## src/rtl/rfp_pkg.sv

```systemverilog
// ----------------------------------------------------------------------------
// Radar frame parser package
// Shared types and constants of the radar frame parser.
// ----------------------------------------------------------------------------
package rfp_pkg;

   localparam int FRAME_BYTES_DEFAULT = 64;
   localparam int HEAD_DEPTH = 18;
   localparam int DATA_BYTES = 12;
   localparam int QUEUE_DEPTH = 2;

   localparam logic [7:0] HDR_FIRST = 8'h53;
   localparam logic [7:0] HDR_SECOND = 8'h59;
   localparam logic [7:0] END_FIRST = 8'h54;
   localparam logic [7:0] END_SECOND = 8'h43;

   localparam logic [2:0] ST_OK = 3'd0;
   localparam logic [2:0] ST_SHORT = 3'd1;
   localparam logic [2:0] ST_CHECKSUM = 3'd2;
   localparam logic [2:0] ST_LENGTH = 3'd3;
   localparam logic [2:0] ST_OVERFLOW = 3'd4;

   localparam logic [7:0] CTRL_HUMAN = 8'h80;
   localparam logic [7:0] CTRL_BREATH = 8'h81;
   localparam logic [7:0] CTRL_SLEEP = 8'h84;
   localparam logic [7:0] CTRL_HEART = 8'h85;

   typedef struct packed {
      logic [2:0] status;
      logic [7:0] ctrl;
      logic [7:0] cmd;
      logic [15:0] dlen;
      logic [DATA_BYTES-1:0][7:0] data;
   } job_type;

endpackage

```

## src/rtl/radar_frame_parser_unit.sv

```systemverilog
// ----------------------------------------------------------------------------
// Radar frame parser
// Parses radar serial frames and emits field updates and a frame status.
// ----------------------------------------------------------------------------
// One byte is accepted per cycle while the two-entry job queue has room.
// Results leave one per cycle unless rsp_ready stalls; a frame's job passes
// the queue and back-end output register; N field updates give N+1 results.
// Synchronous active-high reset clears framing state, held rates and queue.
module radar_frame_parser_unit #(
   parameter int FRAME_BYTES = rfp_pkg::FRAME_BYTES_DEFAULT
) (
   input  logic clock,
   input  logic reset,
   input  logic req_valid,
   output logic req_ready,
   input  logic [7:0] req_rx_byte,
   output logic rsp_valid,
   input  logic rsp_ready,
   output logic rsp_result_kind,
   output logic [5:0] rsp_field_id,
   output logic signed [16:0] rsp_field_value,
   output logic [2:0] rsp_frame_status,
   output logic [7:0] rsp_frame_ctrl,
   output logic [7:0] rsp_frame_cmd,
   output logic rsp_heart_ok,
   output logic rsp_breath_ok,
   output logic rsp_last
);
   import rfp_pkg::*;

   job_type push_job, pop_job;
   logic push, push_ready, pop, pop_valid;

   rfp_front #(.FRAME_BYTES(FRAME_BYTES)) u_front (
      .clock(clock), .reset(reset),
      .req_valid(req_valid), .req_ready(req_ready), .req_rx_byte(req_rx_byte),
      .q_ready(push_ready), .q_push(push), .q_job(push_job)
   );

   rfp_queue u_queue (
      .clock(clock), .reset(reset),
      .push(push), .push_job(push_job), .push_ready(push_ready),
      .pop(pop), .pop_valid(pop_valid), .pop_job(pop_job)
   );

   rfp_back u_back (
      .clock(clock), .reset(reset),
      .q_valid(pop_valid), .q_job(pop_job), .q_pop(pop),
      .rsp_valid(rsp_valid), .rsp_ready(rsp_ready),
      .rsp_result_kind(rsp_result_kind), .rsp_field_id(rsp_field_id),
      .rsp_field_value(rsp_field_value), .rsp_frame_status(rsp_frame_status),
      .rsp_frame_ctrl(rsp_frame_ctrl), .rsp_frame_cmd(rsp_frame_cmd),
      .rsp_heart_ok(rsp_heart_ok), .rsp_breath_ok(rsp_breath_ok),
      .rsp_last(rsp_last)
   );

endmodule

```

## src/rtl/rfp_front.sv

```systemverilog
// ----------------------------------------------------------------------------
// Radar frame parser front end
// Tracks framing, checksum and length per byte and issues one job per frame.
// ----------------------------------------------------------------------------
module rfp_front #(
   parameter int FRAME_BYTES = rfp_pkg::FRAME_BYTES_DEFAULT
) (
   input  logic clock,
   input  logic reset,
   input  logic req_valid,
   output logic req_ready,
   input  logic [7:0] req_rx_byte,
   input  logic q_ready,
   output logic q_push,
   output rfp_pkg::job_type q_job
);
   import rfp_pkg::*;

   localparam int CW = $clog2(FRAME_BYTES + 1);

   logic [7:0] prev_ff, prev_in;
   logic inside_ff, inside_in;
   logic [CW-1:0] count_ff, count_in;
   logic [HEAD_DEPTH-1:0][7:0] head_ff, head_in;
   logic [2:0][7:0] recent_ff, recent_in;
   logic [7:0] sum_ff, sum_in;
   logic [7:0] c;
   logic [7:0] calc;
   logic [CW-1:0] count_next;
   logic [16:0] need;
   logic accept;

   assign req_ready = q_ready;
   assign accept = req_valid && q_ready;
   assign c = req_rx_byte;
   assign count_next = count_ff + CW'(1);
   assign calc = sum_in - recent_in[0] - recent_in[1] - recent_in[2];
   assign need = 17'(head_in[4]) * 17'd256 + 17'(head_in[5]) + 17'd9;

   always_comb begin
      prev_in = prev_ff;
      inside_in = inside_ff;
      count_in = count_ff;
      head_in = head_ff;
      recent_in = recent_ff;
      sum_in = sum_ff;
      q_push = 1'b0;
      q_job.status = ST_OK;
      if (accept) begin
         prev_in = c;
         if (!inside_ff) begin
            if (prev_ff == HDR_FIRST && c == HDR_SECOND) begin
               inside_in = 1'b1;
               count_in = CW'(2);
               sum_in = HDR_FIRST + HDR_SECOND;
               recent_in[0] = 8'h00;
               recent_in[1] = HDR_FIRST;
               recent_in[2] = HDR_SECOND;
               head_in[0] = HDR_FIRST;
               head_in[1] = HDR_SECOND;
            end
         end else if (count_ff < CW'(FRAME_BYTES)) begin
            for (int i = 0; i < HEAD_DEPTH; i++) begin
               if (count_ff == CW'(i)) begin
                  head_in[i] = c;
               end
            end
            recent_in[0] = recent_ff[1];
            recent_in[1] = recent_ff[2];
            recent_in[2] = c;
            sum_in = sum_ff + c;
            count_in = count_next;
            if (recent_ff[2] == END_FIRST && c == END_SECOND) begin
               q_push = 1'b1;
               inside_in = 1'b0;
               count_in = '0;
               if (count_next < CW'(8)) begin
                  q_job.status = ST_SHORT;
               end else if (calc != recent_in[0]) begin
                  q_job.status = ST_CHECKSUM;
               end else if (need > 17'(count_next)) begin
                  q_job.status = ST_LENGTH;
               end
            end
         end else begin
            q_push = 1'b1;
            q_job.status = ST_OVERFLOW;
            inside_in = 1'b0;
            count_in = '0;
         end
      end
      q_job.ctrl = head_in[2];
      q_job.cmd = head_in[3];
      q_job.dlen = {head_in[4], head_in[5]};
      for (int i = 0; i < DATA_BYTES; i++) begin
         q_job.data[i] = head_in[6 + i];
      end
   end

   always_ff @(posedge clock) begin
      head_ff <= head_in;
      recent_ff <= recent_in;
      if (reset) begin
         prev_ff <= '0;
         inside_ff <= 1'b0;
         count_ff <= '0;
         sum_ff <= '0;
      end else begin
         prev_ff <= prev_in;
         inside_ff <= inside_in;
         count_ff <= count_in;
         sum_ff <= sum_in;
      end
   end

endmodule

```

## src/rtl/rfp_queue.sv

```systemverilog
// ----------------------------------------------------------------------------
// Radar frame parser job queue
// Small register queue that decouples the front end from the back end.
// ----------------------------------------------------------------------------
module rfp_queue (
   input  logic clock,
   input  logic reset,
   input  logic push,
   input  rfp_pkg::job_type push_job,
   output logic push_ready,
   input  logic pop,
   output logic pop_valid,
   output rfp_pkg::job_type pop_job
);
   import rfp_pkg::*;

   localparam int PW = $clog2(QUEUE_DEPTH);

   job_type entry_ff [QUEUE_DEPTH];
   logic [PW-1:0] wr_ff, wr_in, rd_ff, rd_in;
   logic [PW:0] fill_ff, fill_in;
   logic do_push, do_pop;

   assign push_ready = fill_ff != (PW + 1)'(QUEUE_DEPTH);
   assign pop_valid = fill_ff != '0;
   assign pop_job = entry_ff[rd_ff];
   assign do_push = push && push_ready;
   assign do_pop = pop && pop_valid;

   always_comb begin
      wr_in = wr_ff;
      rd_in = rd_ff;
      fill_in = fill_ff;
      if (do_push) begin
         wr_in = (wr_ff == PW'(QUEUE_DEPTH - 1)) ? '0 : wr_ff + PW'(1);
      end
      if (do_pop) begin
         rd_in = (rd_ff == PW'(QUEUE_DEPTH - 1)) ? '0 : rd_ff + PW'(1);
      end
      if (do_push && !do_pop) begin
         fill_in = fill_ff + (PW + 1)'(1);
      end else if (do_pop && !do_push) begin
         fill_in = fill_ff - (PW + 1)'(1);
      end
   end

   always_ff @(posedge clock) begin
      if (do_push) begin
         entry_ff[wr_ff] <= push_job;
      end
      if (reset) begin
         wr_ff <= '0;
         rd_ff <= '0;
         fill_ff <= '0;
      end else begin
         wr_ff <= wr_in;
         rd_ff <= rd_in;
         fill_ff <= fill_in;
      end
   end

endmodule

```

## src/rtl/rfp_back.sv

```systemverilog
// ----------------------------------------------------------------------------
// Radar frame parser back end
// Steps through the field updates of a job and closes it with its status.
// ----------------------------------------------------------------------------
module rfp_back (
   input  logic clock,
   input  logic reset,
   input  logic q_valid,
   input  rfp_pkg::job_type q_job,
   output logic q_pop,
   output logic rsp_valid,
   input  logic rsp_ready,
   output logic rsp_result_kind,
   output logic [5:0] rsp_field_id,
   output logic signed [16:0] rsp_field_value,
   output logic [2:0] rsp_frame_status,
   output logic [7:0] rsp_frame_ctrl,
   output logic [7:0] rsp_frame_cmd,
   output logic rsp_heart_ok,
   output logic rsp_breath_ok,
   output logic rsp_last
);
   import rfp_pkg::*;

   typedef struct packed {
      logic [5:0] id;
      logic [16:0] value;
   } field_type;

   function automatic logic [3:0] plan_count(logic [7:0] ctrl, logic [7:0] cmd,
                                             logic [15:0] dlen);
      logic [3:0] n;
      n = 4'd0;
      unique case (ctrl)
         CTRL_HUMAN: begin
            if (cmd >= 8'd1 && cmd <= 8'd3 && dlen >= 16'd1) n = 4'd1;
            else if (cmd == 8'd4 && dlen >= 16'd2) n = 4'd1;
            else if (cmd == 8'd5 && dlen >= 16'd6) n = 4'd3;
         end
         CTRL_BREATH: begin
            if ((cmd == 8'd1 || cmd == 8'd2) && dlen >= 16'd1) n = 4'd1;
            else if (cmd == 8'd5 && dlen >= 16'd5) n = 4'd5;
         end
         CTRL_HEART: begin
            if (cmd == 8'd2 && dlen >= 16'd1) n = 4'd1;
            else if (cmd == 8'd5 && dlen >= 16'd5) n = 4'd5;
         end
         CTRL_SLEEP: begin
            unique case (cmd) inside
               8'h01, 8'h81, 8'h06, 8'h0E, 8'h8E, 8'h10, 8'h90, 8'h11, 8'h91, 8'h12,
               8'h92: if (dlen >= 16'd1) n = 4'd1;
               8'h03, 8'h83, 8'h04, 8'h84, 8'h05, 8'h85, 8'h86:
                  if (dlen >= 16'd2) n = 4'd1;
               8'h0C, 8'h8D: if (dlen >= 16'd8) n = 4'd8;
               8'h0D, 8'h8F: if (dlen >= 16'd12) n = 4'd11;
               default: n = 4'd0;
            endcase
         end
         default: n = 4'd0;
      endcase
      return n;
   endfunction

   function automatic field_type field_at(logic [7:0] ctrl, logic [7:0] cmd,
                                          logic [3:0] k,
                                          logic [DATA_BYTES-1:0][7:0] d);
      field_type f;
      logic [7:0] dk, dk1;
      logic [15:0] w;
      dk = d[k];
      dk1 = d[k + 4'd1];
      w = {d[{k[2:0], 1'b0}], d[{k[2:0], 1'b1}]};
      f.id = 6'd0;
      f.value = {9'd0, d[0]};
      unique case (ctrl)
         CTRL_HUMAN: begin
            if (cmd == 8'd4) begin
               f.id = 6'd3;
               f.value = {1'b0, d[0], d[1]};
            end else if (cmd == 8'd5) begin
               f.id = 6'd4 + 6'(k);
               f.value = w[15] ? -{2'b00, w[14:0]} : {2'b00, w[14:0]};
            end else begin
               f.id = 6'(cmd - 8'd1);
            end
         end
         CTRL_BREATH: begin
            if (cmd == 8'd5) begin
               f.id = 6'd9 + 6'(k);
               f.value = {9'd0, dk} - 17'd128;
            end else begin
               f.id = (cmd == 8'd1) ? 6'd7 : 6'd8;
            end
         end
         CTRL_HEART: begin
            if (cmd == 8'd5) begin
               f.id = 6'd15 + 6'(k);
               f.value = {9'd0, dk} - 17'd128;
            end else begin
               f.id = 6'd14;
            end
         end
         CTRL_SLEEP: begin
            unique case (cmd) inside
               8'h01, 8'h81: f.id = 6'd20;
               8'h03, 8'h83: begin f.id = 6'd21; f.value = {1'b0, d[0], d[1]}; end
               8'h04, 8'h84: begin f.id = 6'd22; f.value = {1'b0, d[0], d[1]}; end
               8'h05, 8'h85: begin f.id = 6'd23; f.value = {1'b0, d[0], d[1]}; end
               8'h06, 8'h86: f.id = 6'd24;
               8'h0C, 8'h8D: begin
                  f.id = (k == 4'd0) ? 6'd0 : 6'd24 + 6'(k);
                  f.value = {9'd0, dk};
               end
               8'h0D, 8'h8F: begin
                  f.value = {9'd0, dk1};
                  case (k)
                     4'd0: begin f.id = 6'd24; f.value = {9'd0, d[0]}; end
                     4'd1: begin f.id = 6'd32; f.value = {1'b0, d[1], d[2]}; end
                     4'd6: f.id = 6'd37;
                     4'd7: f.id = 6'd28;
                     4'd8: f.id = 6'd26;
                     4'd9: f.id = 6'd27;
                     4'd10: f.id = 6'd31;
                     default: f.id = 6'd31 + 6'(k);
                  endcase
               end
               8'h0E, 8'h8E: f.id = 6'd38;
               8'h10, 8'h90: f.id = 6'd39;
               8'h11, 8'h91: f.id = 6'd40;
               8'h12, 8'h92: f.id = 6'd41;
               default: f.id = 6'd0;
            endcase
         end
         default: f.id = 6'd0;
      endcase
      return f;
   endfunction

   logic [3:0] step_ff, step_in;
   logic [7:0] heart_ff, heart_in, breath_ff, breath_in;
   logic valid_ff, valid_in;
   logic kind_ff, kind_in;
   logic [5:0] id_ff, id_in;
   logic [16:0] value_ff, value_in;
   logic [2:0] status_ff, status_in;
   logic [7:0] ctrl_ff, ctrl_in, cmd_ff, cmd_in;
   logic hok_ff, hok_in, bok_ff, bok_in, last_ff, last_in;
   logic [3:0] n;
   logic slot_free;
   field_type f;

   assign n = (q_job.status == ST_OK) ? plan_count(q_job.ctrl, q_job.cmd, q_job.dlen) : 4'd0;
   assign f = field_at(q_job.ctrl, q_job.cmd, step_ff, q_job.data);
   assign slot_free = !valid_ff || rsp_ready;

   always_comb begin
      step_in = step_ff;
      heart_in = heart_ff;
      breath_in = breath_ff;
      valid_in = valid_ff && !rsp_ready;
      kind_in = kind_ff;
      id_in = id_ff;
      value_in = value_ff;
      status_in = status_ff;
      ctrl_in = ctrl_ff;
      cmd_in = cmd_ff;
      hok_in = hok_ff;
      bok_in = bok_ff;
      last_in = last_ff;
      q_pop = 1'b0;
      if (slot_free && q_valid) begin
         valid_in = 1'b1;
         ctrl_in = q_job.ctrl;
         cmd_in = q_job.cmd;
         if (step_ff < n) begin
            step_in = step_ff + 4'd1;
            kind_in = 1'b0;
            id_in = f.id;
            value_in = f.value;
            status_in = ST_OK;
            hok_in = 1'b0;
            bok_in = 1'b0;
            last_in = 1'b0;
            if (q_job.cmd == 8'd2 && q_job.ctrl == CTRL_BREATH) breath_in = q_job.data[0];
            if (q_job.cmd == 8'd2 && q_job.ctrl == CTRL_HEART) heart_in = q_job.data[0];
         end else begin
            step_in = 4'd0;
            q_pop = 1'b1;
            kind_in = 1'b1;
            id_in = 6'd0;
            value_in = 17'd0;
            status_in = q_job.status;
            hok_in = heart_ff != 8'd0 && heart_ff < 8'd200;
            bok_in = breath_ff >= 8'd1 && breath_ff <= 8'd60;
            last_in = 1'b1;
         end
      end
   end

   always_ff @(posedge clock) begin
      kind_ff <= kind_in;
      id_ff <= id_in;
      value_ff <= value_in;
      status_ff <= status_in;
      ctrl_ff <= ctrl_in;
      cmd_ff <= cmd_in;
      hok_ff <= hok_in;
      bok_ff <= bok_in;
      last_ff <= last_in;
      if (reset) begin
         step_ff <= '0;
         heart_ff <= '0;
         breath_ff <= '0;
         valid_ff <= 1'b0;
      end else begin
         step_ff <= step_in;
         heart_ff <= heart_in;
         breath_ff <= breath_in;
         valid_ff <= valid_in;
      end
   end

   assign rsp_valid = valid_ff;
   assign rsp_result_kind = kind_ff;
   assign rsp_field_id = id_ff;
   assign rsp_field_value = value_ff;
   assign rsp_frame_status = status_ff;
   assign rsp_frame_ctrl = ctrl_ff;
   assign rsp_frame_cmd = cmd_ff;
   assign rsp_heart_ok = hok_ff;
   assign rsp_breath_ok = bok_ff;
   assign rsp_last = last_ff;

endmodule
```

## config.mk

```make
export PLATFORM = sky130hd
export DESIGN_NAME = radar_frame_parser_unit
export DESIGN_NICKNAME = d
export VERILOG_FILES = /design/src/rtl/rfp_pkg.sv /design/src/rtl/radar_frame_parser_unit.sv /design/src/rtl/rfp_front.sv /design/src/rtl/rfp_queue.sv /design/src/rtl/rfp_back.sv
export SDC_FILE = /design/constraint.sdc
export NUM_CORES = 1
export LEC_CHECK = 0
export BUFFER_PORTS_ARGS = -buffer_cell sky130_fd_sc_hd__buf_2
export CAP_MARGIN = 15
export CORE_MARGIN = 4
export CORE_UTILIZATION = 40
export DETAILED_ROUTE_END_ITERATION = 10
export SYNTH_ARGS = -nofsm -noshare
export SYNTH_HDL_FRONTEND = slang
export SYNTH_HIERARCHICAL = 1
export SYNTH_SLANG_ARGS = --single-unit
```

## constraint.sdc

```tcl
create_clock -name clock -period 7.25 [get_ports clock]
set_input_delay 0 -clock clock [delete_from_list [all_inputs] [get_ports clock]]
set_output_delay 0 -clock clock [all_outputs]
set_load 0.01 [all_outputs]
```

=== Word level (Yosys, flattened, before mapping) ===
Memory sizes are Yosys's and may differ from the RTL's. A register that Yosys moved wholly into a read port is not among the register bits.
Cells that the tools add are included.

* Muxes and demuxes: 98
* Add/sub/neg operators: 20
* Reductions and logical operators: 53
* Equality and inequality tests: 59
* Magnitude comparators: 19

{| class="wikitable"
|+ Operators by type and width
! cell !! number
|-
| $mux W144 || 2
|-
| $mux W8 || 26
|-
| $mux W128 || 1
|-
| $eq A8 B8 Y1 const B || 15
|-
| $pmux W17 S3 || 2
|-
| $mux W24 || 4
|-
| $pmux W6 S11 || 1
|-
| $bmux W8 S4 || 2
|-
| $eq A7 B4 Y1 const B || 8
|-
| $mux W17 || 3
|-
| $bmux W8 S3 || 2
|-
| $pmux W6 S7 || 1
|-
| $mux W4 || 9
|-
| $eq A8 B7 Y1 const B || 4
|-
| $ge A16 B3 Y1 const B || 2
|-
| $ge A16 B4 Y1 const B || 2
|-
| $mux W16 || 2
|-
| $pmux W16 S2 || 1
|-
| $pmux W4 S4 || 2
|-
| $eq A7 B3 Y1 const B || 4
|-
| $mux W7 || 4
|-
| $eq A8 B3 Y1 const B || 3
|-
| $eq A8 B4 Y1 const B || 3
|-
| $eq A8 B5 Y1 const B || 3
|-
| 57 further kinds || 143
|}

* Memory bits (writable): 262
* Register bits after elaboration: 262
* Output and inout bits: 48
* Memories kept: 1

{| class="wikitable"
|+ Memories
! name !! words !! width !! read ports !! clocked after Yosys merged registers in !! wr ports !! RTL line !! RTL
|-
| u_queue.entry_ff || 2 || 131 || 1 || 1 || 1 || rfp_queue.sv:19 || <nowiki>job_type entry_ff [QUEUE_DEPTH];</nowiki>
|}

=== Depth between registers and ports, before layout ===
Gate-level depths: netlist of the first run.

* Word-level depth: 15
* Gate-level depth with buffers: 25

=== Modules after synthesis ===
Netlist of the first run, hierarchy kept.

{| class="wikitable"
|+ Modules (own cells, without submodules)
! module !! area each (µm²) !! cells an instance !! instances
|-
| rfp_queue || 10050.9 || 432 || 1
|-
| rfp_front || 8072.7 || 755 || 1
|-
| rfp_back || 7199.4 || 807 || 1
|}

=== Least setup slack after synthesis of the first run ===
Ideal clock, no wire load.

* Path type: register to register
* From: register (tool-made name)
* To: register u_queue.fill_ff[1]
* Period minus slack after synthesis: 5138 ps
* Setup time: 70 ps
* Stages on the path, launching flop included: 22
* Slack: 2112 ps
* Data required time: 7180 ps
* Data arrival time: 5068 ps
* Cell sequence: dfxtp_1 buf_6 buf_2 mux2_2 or4_4 or2_2 clkbuf_1 nor3_1 nand3_1 o21ai_0 nand3_1 ha_1 o21a_1 o21ai_0 nand2b_1 a21boi_0 a21oi_2 nor2_1 o21ai_0 ha_1 or3_1 a21oi_1

{| class="wikitable"
|+ RTL lines
! what !! RTL line !! RTL
|-
| end signal: assignment || rfp_queue.sv:58 || <nowiki>fill_ff <= fill_in;</nowiki>
|-
| end: declaration || rfp_queue.sv:21 || <nowiki>logic [PW:0] fill_ff, fill_in;</nowiki>
|}

==> metrics.md, run 1 <==
| Metric | Value |
|---|---|
| Adder-cell share of the synthesized area | 3.409% |
| Clock Skew | 0.02127 ns |
| Mapped Area | 25320 um^2 |
| CP max stage cell | a2111oi_0 |
| Area of the die | 67400 um^2 |
| Setup slack, reg-to-reg | 0.97 ns |
| Critical Path RT | 7.57 ns |
| Total gr overflow | 0 |
| Max Fclk | 159.3 MHz |
| RR Endpoint | u_back/rsp_field_value[5] |
| Clk_lat worst skew | 0.60 ns |
| Maxcap violations | 0 |
| Number of synthesized register bits | 509 |
| Post-synthesis xor/xnor area fraction | 2.026% |
| Post-CTS Hold Buffers | 6 |
| VDD IR max | 0.0001688 V |
| Crit end category | flip-flop |
| Hold EP | u_front/prev_ff[3] |
| Syn nets | 2066 |
| Final TNS setup | 0 ns |
| CP Launch Type | flip-flop |
| Fin crit period | 6.279 ns |
| Largest net degree at the start of global routing | 104 |
| Critical Path AT | 6.60 ns |
| Fin crit share | 86.61% |
| DIE WIDTH | 259.6 um |
| Post-synth EDFFs | 307 |
| Area share of the largest cell type after synthesis | 36.40% |
| Power density cells | 208.4 nW/um^2 |
| Post-CTS Setup Inserts | 0 |
| Crit Path Max Fanout | 29 |
| TritonCTS clock tree | done |
| Unrepaired setup endpoints after global routing | no |
| Vias per cell | 5.776 |
| Compound-gate portion of the synthesized area | 9.768% |
| Register area share after synthesis | 52.37% |
| Die Y | 259.6 um |
| Largest family of logic cells by synthesized area | multiplexers |
| Total CTS buffers | 54 |
| Via count | 16750 |
| Fill cells | 5617 |
| Final Setup Violations | 0 |
| Initial detailed-routing violation count | 1364 |
| Leading post-synthesis cells by cell area | edfxtp_1 (36%), dfxtp_1 (16%), mux2_2 (7.6%) |
| Vias in the first global route | 16420 |
| Final slew viol count | 0 |
| Mean Syn Cell Area | 12.70 um^2 |
| Routed Wire Length | 69.46 mm |
| Placed Area | 26310 um^2 |
| Pre-CTS WS | 1.046 ns |
| Yosys warns | 6 |
| Synthesis-to-layout area growth | 11.38% |
| Kind of critical path | flip-flop to flip-flop |
| Root buf cell | clkbuf_16 |
| Proportion of synthesized area in mux cells | 20.52% |
| Router iterations before antenna repair | 5 |
| Fraction of registers with async set/reset | 0% |
| Routability congestion estimate | 0.9284 |
| I/O Pins | 60 |
| Antenna violations before repair | 0 |
| Post-route design area | 28200 um^2 |
| Detailed-route wire length per cell | 23.95 um |
| Netlist cell types | 90 |
| Outcome | completed |
| Starting Density | 40.73% |
| Min-Delay Path Depth | 3 |
| P_leak | 9.673 nW |
| Most frequent cell after synthesis | edfxtp_1 |
| First-pass GRT wire length | 103.9 mm |
| Post-cts sizing count | 0 |
| Fraction of layout cells with a size suffix above 1 | 24.78% |
| GR Util All Layers | 20.14% |
| Worst reg2reg path depth | 16 |
| Clock Sinks | 509 |
| DRC violations left | 0 |
| Clock slew at reported path FFs | 0.06 ns |
| I/O Buffers | 59 |
| Post-route antenna net violation count | 0 |
| Crit-path max cell delay | 0.66 ns |
| CTS Buffer Depth | 3 |
| Fin. Hold Viols | 0 |
| Hpwl dp | 46.79 mm |
| H-tree lvl count | 2 |
| Hold Startpoint | req_rx_byte[3] |
| Primary FF master, synth | edfxtp_1 |
| Leading area contributor after synthesis | edfxtp_1 |
| Measured slew at the worst slew-check pin | 1.070 ns |
| Mapped Cells | 1994 |
| Synth Area in Simple Gates | 8.523% |
| Row cnt | 91 |
| Most frequent cells after synthesis | edfxtp_1 (307), dfxtp_1 (202), mux2_2 (171) |
| CP Cell Sequence | mux2_2, or4_4, or2_2, nor3_1, nand3_1, o21ai_0, nand3_1, ha_1, o21a_1, o21ai_0, nand2b_1, a21boi_0, a21oi_2, buf_4, inv_1, a2111oi_0 |
| Slack of the critical path | 0.9710 ns |
| Core box area | 62170 um^2 |
| HP Class | primary input to flip-flop |
| Rel. slew slack | 28.67% |
| Total Nets Final | 2091 |
-- state kept, by name, indices dropped and copies added (netlist names), 17 cells and up, named ones only --
signal / count
u_queue/entry_ff: 262
u_front/head_ff: 128
u_front/recent_ff: 24
u_back/rsp_field_value: 17
-- how the worst max path moves through the flow --
stage	start	endpoint	slack, ns
2_1_floorplan	flip-flop	u_queue/fill_ff[1]	2.11
3_3_place_gp	flip-flop	u_queue/fill_ff[1]	1.36
3_5_place_dp	flip-flop	u_back/rsp_field_value[5]	1.05
4_1_cts	flip-flop	u_back/rsp_field_value[5]	1.00
5_1_grt	flip-flop	u_back/rsp_field_value[5]	0.56
6_report	flip-flop	u_back/rsp_field_value[5]	0.97
-- final cells by class --
type | instances | area [um^2] | share of cell area (%)
antenna | 1 | 2.502 | 0.008872
clock buffer | 72 | 1459 | 5.173
clock inverter | 27 | 342.8 | 1.216
inverter | 67 | 254.0 | 0.9005
multi-input combinational | 1294 | 11220 | 39.77
sequential | 509 | 13270 | 47.05
tap | 837 | 1047 | 3.713
timing repair buffer | 93 | 610.6 | 2.165
-- worst max-delay path, delay by kind of cell, from the launching register on --
| family | cells | cell delay, ns |
|---|---|---|
| DFF | 1 | 0.65 |
| buffers and inverters | 2 | 0.54 |
| adders and majority gates | 1 | 0.30 |
| and+or+nand+nor | 6 | 2.18 |
| AOI/OAI and AO/OA | 6 | 1.90 |
| muxes | 1 | 0.40 |
-- power breakdown --
part	internal, mW	switching (mW)	total, mW
logic	0.0135	0.0449	0.0584
clock network	1.66	1.12	2.78
registers	3.03	0.00178	3.04
-- metal layers --
| metal | up-vias | share of wire, % | wire [um] | global-route usage [%] |
|---|---|---|---|---|
| li1 | 7582 | - | - | - |
| met1 | 8489 | 44 | 30720 | 27.53 |
| met2 | 551 | 47 | 32610 | 32.75 |
| met3 | 128 | 6.0 | 4194 | 3.554 |
| met4 | 0 | 2.8 | 1940 | 6.476 |
| met5 | - | 0 | 0 | 0 |
-- stage by stage --
step / hold slack (ns) / utilization (%) / power (mW) / instances
after floorplan: 0.06907 / - / 3.125 / 1994
after global placement: 0.3520 / 42.30 / 3.153 / 2791
after detailed placement: 0.3552 / 42.31 / 3.154 / 2792
after CTS: 0.008270 / 45.31 / 5.953 / 2897
after global routing: 0.02730 / 45.36 / 6.073 / 2899
final: 0.03020 / 45.37 / 5.878 / 2900
-- logic make-up after synthesis --
family          count (synthesis)
fa+ha+maj                      60
compound gates                356
flops                         509
mux                           391
simple gates                  430
xor+xnor                       57
buf+inv                       191
-- layout by cell type (no fill, tap or decap), types with 9 or more instances in the layout --
cell type | Yosys | routed
ha_1 | 45 | 45
xnor2_1 | 32 | 32
a21oi_1 | 78 | 78
and3_1 | 13 | 12
edfxtp_1 | 307 | 307
nand2_1 | 141 | 141
o21ai_0 | 69 | 69
nor3_1 | 28 | 28
buf_2 | 21 | 59
clkinv_2 | 0 | 10
mux2_4 | 91 | 91
clkbuf_16 | 0 | 54
a221oi_1 | 14 | 14
o22ai_1 | 11 | 11
xor2_1 | 24 | 23
a211oi_1 | 12 | 12
a31oi_1 | 19 | 19
fa_1 | 15 | 15
nand4_1 | 18 | 18
buf_4 | 3 | 24
inv_1 | 67 | 65
nand3_1 | 36 | 36
or3_1 | 9 | 9
a22oi_1 | 31 | 31
mux2i_1 | 80 | 80
mux4_2 | 49 | 49
and2_1 | 14 | 14
clkbuf_1 | 73 | 14
dfxtp_1 | 202 | 199
a22o_1 | 21 | 21
mux2_2 | 171 | 171
nor4_1 | 11 | 11
o21a_1 | 9 | 9
nor2_1 | 101 | 101
o211ai_1 | 10 | 10
No activity file was read; power rests on OpenSTA's default activity.
==> run 2, diff against run 1 <==
--- a/config.mk
+++ b/config.mk
@@ -5,7 +5,7 @@
 export SDC_FILE = /design/constraint.sdc
 export NUM_CORES = 1
 export LEC_CHECK = 0
-export BUFFER_PORTS_ARGS = -buffer_cell sky130_fd_sc_hd__buf_2
+export BUFFER_PORTS_ARGS = -buffer_cell sky130_fd_sc_hd__buf_4
 export CAP_MARGIN = 15
 export CORE_MARGIN = 4
 export CORE_UTILIZATION = 40
==> metrics.md, run 2 (same netlist as run 1, synthesis figures left out) <==
| Metric | Value |
|---|---|
| Crit Path Max Fanout | 29 (unchanged) |
| HP Class | primary input to flip-flop |
| H-tree lvl count | 2 (unchanged) |
| Min-Delay Path Depth | 4 (+1) |
| Hold Startpoint | req_rx_byte[7] |
| Crit-path max cell delay | 0.66 ns (about the same) |
| TritonCTS clock tree | done |
| Rel. slew slack | 25.07% (-3.6 points) |
| Critical Path AT | 6.61 ns (about the same) |
| I/O Buffers | 59 (unchanged) |
| Hold EP | u_front/prev_ff[7] |
| Post-CTS Setup Inserts | 0 (unchanged) |
| Hpwl dp | 47.75 mm (+2.0%) |
| Critical Path RT | 7.62 ns (+0.05 ns) |
| Routability congestion estimate | 0.9422 (+1.5%) |
| Total gr overflow | 0 (unchanged) |
| Most frequent cells in the layout | edfxtp_1 (307), dfxtp_1 (199), mux2_2 (171) |
| Max Fclk | 160.3 MHz (+0.64%) |
| Clock slew at reported path FFs | 0.07 ns (about the same) |
| Final TNS setup | 0 ns (unchanged) |
| Measured slew at the worst slew-check pin | 1.120 ns (+0.04986 ns) |
| Starting Density | 40.73% (unchanged) |
| Fin crit share | 86.06% (-0.55 points) |
| DRC violations left | 0 (unchanged) |
| Commonest non-fill, non-tap cell in the layout | edfxtp_1 |
| Top Registers | u_queue/entry_ff: 262 flops, u_front/head_ff: 128 flops, u_front/recent_ff: 24 flops |
| Maxcap violations | 0 (unchanged) |
| Area of the die | 67400 um^2 (unchanged) |
| Routed Wire Length | 70.08 mm (+0.89%) |
| Placed Area | 26430 um^2 (+0.48%) |
| Clk_lat worst skew | 0.61 ns (about the same) |
| Finished Layout Cells | 2907 (+0.24%) |
| Fin crit period | 6.239 ns (-0.03975 ns) |
| Row cnt | 91 (unchanged) |
| Outcome | completed |
| Crit end category | flip-flop |
| Final Setup Violations | 0 (unchanged) |
| Dpl cells | 2789 (-0.11%) |
| Vias in the first global route | 16690 (+1.6%) |
| Clock Skew | 0.01697 ns (-0.004299 ns) |
| Via count | 16690 (-0.34%) |
| Vias per cell | 5.742 (-0.58%) |
| Router iterations before antenna repair | 6 (+1) |
| CP Launch Type | flip-flop |
| GR Util All Layers | 20.36% (+0.22 points) |
| Root buf cell | clkbuf_16 |
| # diodes | 0 (-1) |
| P_leak | 9.719 nW (+0.47%) |
| Largest net degree at the start of global routing | 104 (unchanged) |
| Total Nets Final | 2096 (+0.24%) |
| RR Endpoint | u_back/rsp_field_value[5] |
| Largest register FFs | 262 (unchanged) |
| Tot Pwr | 5.848 mW (-0.52%) |
| Clock Sinks | 509 (unchanged) |
| VDD IR max | 0.0001695 V (+0.46%) |
| Kind of critical path | flip-flop to flip-flop |
| CP delay by family, top | simple AND/OR/NAND/NOR gates |
| Total CTS buffers | 54 (unchanged) |
| Final slew viol count | 0 (unchanged) |
| I/O Pins | 60 (unchanged) |
| Detailed-route wire length per cell | 24.11 um (+0.65%) |
| CTS Buffer Depth | 3 (unchanged) |
| CP max stage cell | dfxtp_4 |
| First-pass GRT wire length | 104.7 mm (+0.71%) |
| Antenna violations before repair | 4 (+4) |
| Initial detailed-routing violation count | 1549 (+14%) |
| Post-route design area | 28380 um^2 (+0.63%) |
| Synthesis-to-layout area growth | 12.09% |
| Fraction of layout cells with a size suffix above 1 | 24.59% (-0.19 points) |
| CP Cell Sequence | mux2_2, or4_4, or2_2, nor3_1, nand3_1, o21ai_0, nand3_1, ha_1, o21a_1, o21ai_0, nand2b_1, a21boi_0, a21oi_2, inv_1, a2111oi_0 |
| Core box area | 62170 um^2 (unchanged) |
| Unrepaired setup endpoints after global routing | no |
| Die Y | 259.6 um (unchanged) |
| Setup slack, reg-to-reg | 1.01 ns (+0.04 ns) |
| Power density cells | 206.0 nW/um^2 (-1.1%) |
| Buf+Inv Stages, Crit Path | 1 (-1) |
| Post-route antenna net violation count | 0 (unchanged) |
| Largest Register | u_queue/entry_ff |
| Post-cts sizing count | 0 (unchanged) |
| Worst reg2reg path depth | 15 (-1) |
| DIE WIDTH | 259.6 um (unchanged) |
| Fin. Hold Viols | 0 (unchanged) |
-- run 2: what timing repair did --
action / 4_1_cts / 5_1_grt
setup endpoints to repair: 0 / 0
hold buffers: 16 / 0
hold endpoints to repair: 58 / 0
-- run 2: final cells by class --
type / count / area (um^2)
sequential: 509 / 13270
clock inverter: 35 / 331.6
clock buffer: 67 / 1461
fill: 5629 / 33780
tap: 837 / 1047
inverter: 67 / 254.0
timing repair buffer: 98 / 800.8
multi-input combinational: 1294 / 11220
-- run 2: worst max path at each step --
stage / from / endpoint / slack, ns / cells past startpoint
after global routing: flip-flop / u_back/rsp_field_value[5] / 0.49 / 15
after detailed placement: flip-flop / u_back/rsp_field_value[5] / 1.10 / 15
final: flip-flop / u_back/rsp_field_value[5] / 1.01 / 15
after floorplan: flip-flop / u_queue/fill_ff[1] / 2.11 / 21
after CTS: flip-flop / u_back/rsp_field_value[5] / 1.07 / 15
after global placement: flip-flop / u_back/rsp_field_value[5] / 1.18 / 15
-- run 2: power by group --
part / switching (mW) / internal (mW)
sequential: 0.00163 / 3.03
combinational: 0.0461 / 0.0174
clock: 1.14 / 1.61
total: 1.19 / 4.66
-- run 2: layer usage --
metal  wire length, um  GRT usage [%]  vias to the layer above
met5                 0              0                        -
met2             32750          33.31                      603
met3              4871          3.944                      146
met1             30020          27.25                     8342
met4              2429          6.940                        0
li1                  -              -                     7602
-- run 2: worst min-delay path: cells and delay by family --
kind            cells  cell delay, ns
compound gates      1            0.06
buf+inv             2            0.79
simple gates        1            0.10
-- run 2: per-stage QoR --
stage	setup WS, ns	utilization, %	hold slack (ns)
finish	1.011	45.66	0.4176
global route	0.4878	45.66	0.4370
CTS	1.067	45.66	0.3953
detailed placement	1.100	42.52	0.3464
global placement	1.177	42.52	0.3367
floorplan	2.112	-	0.06907
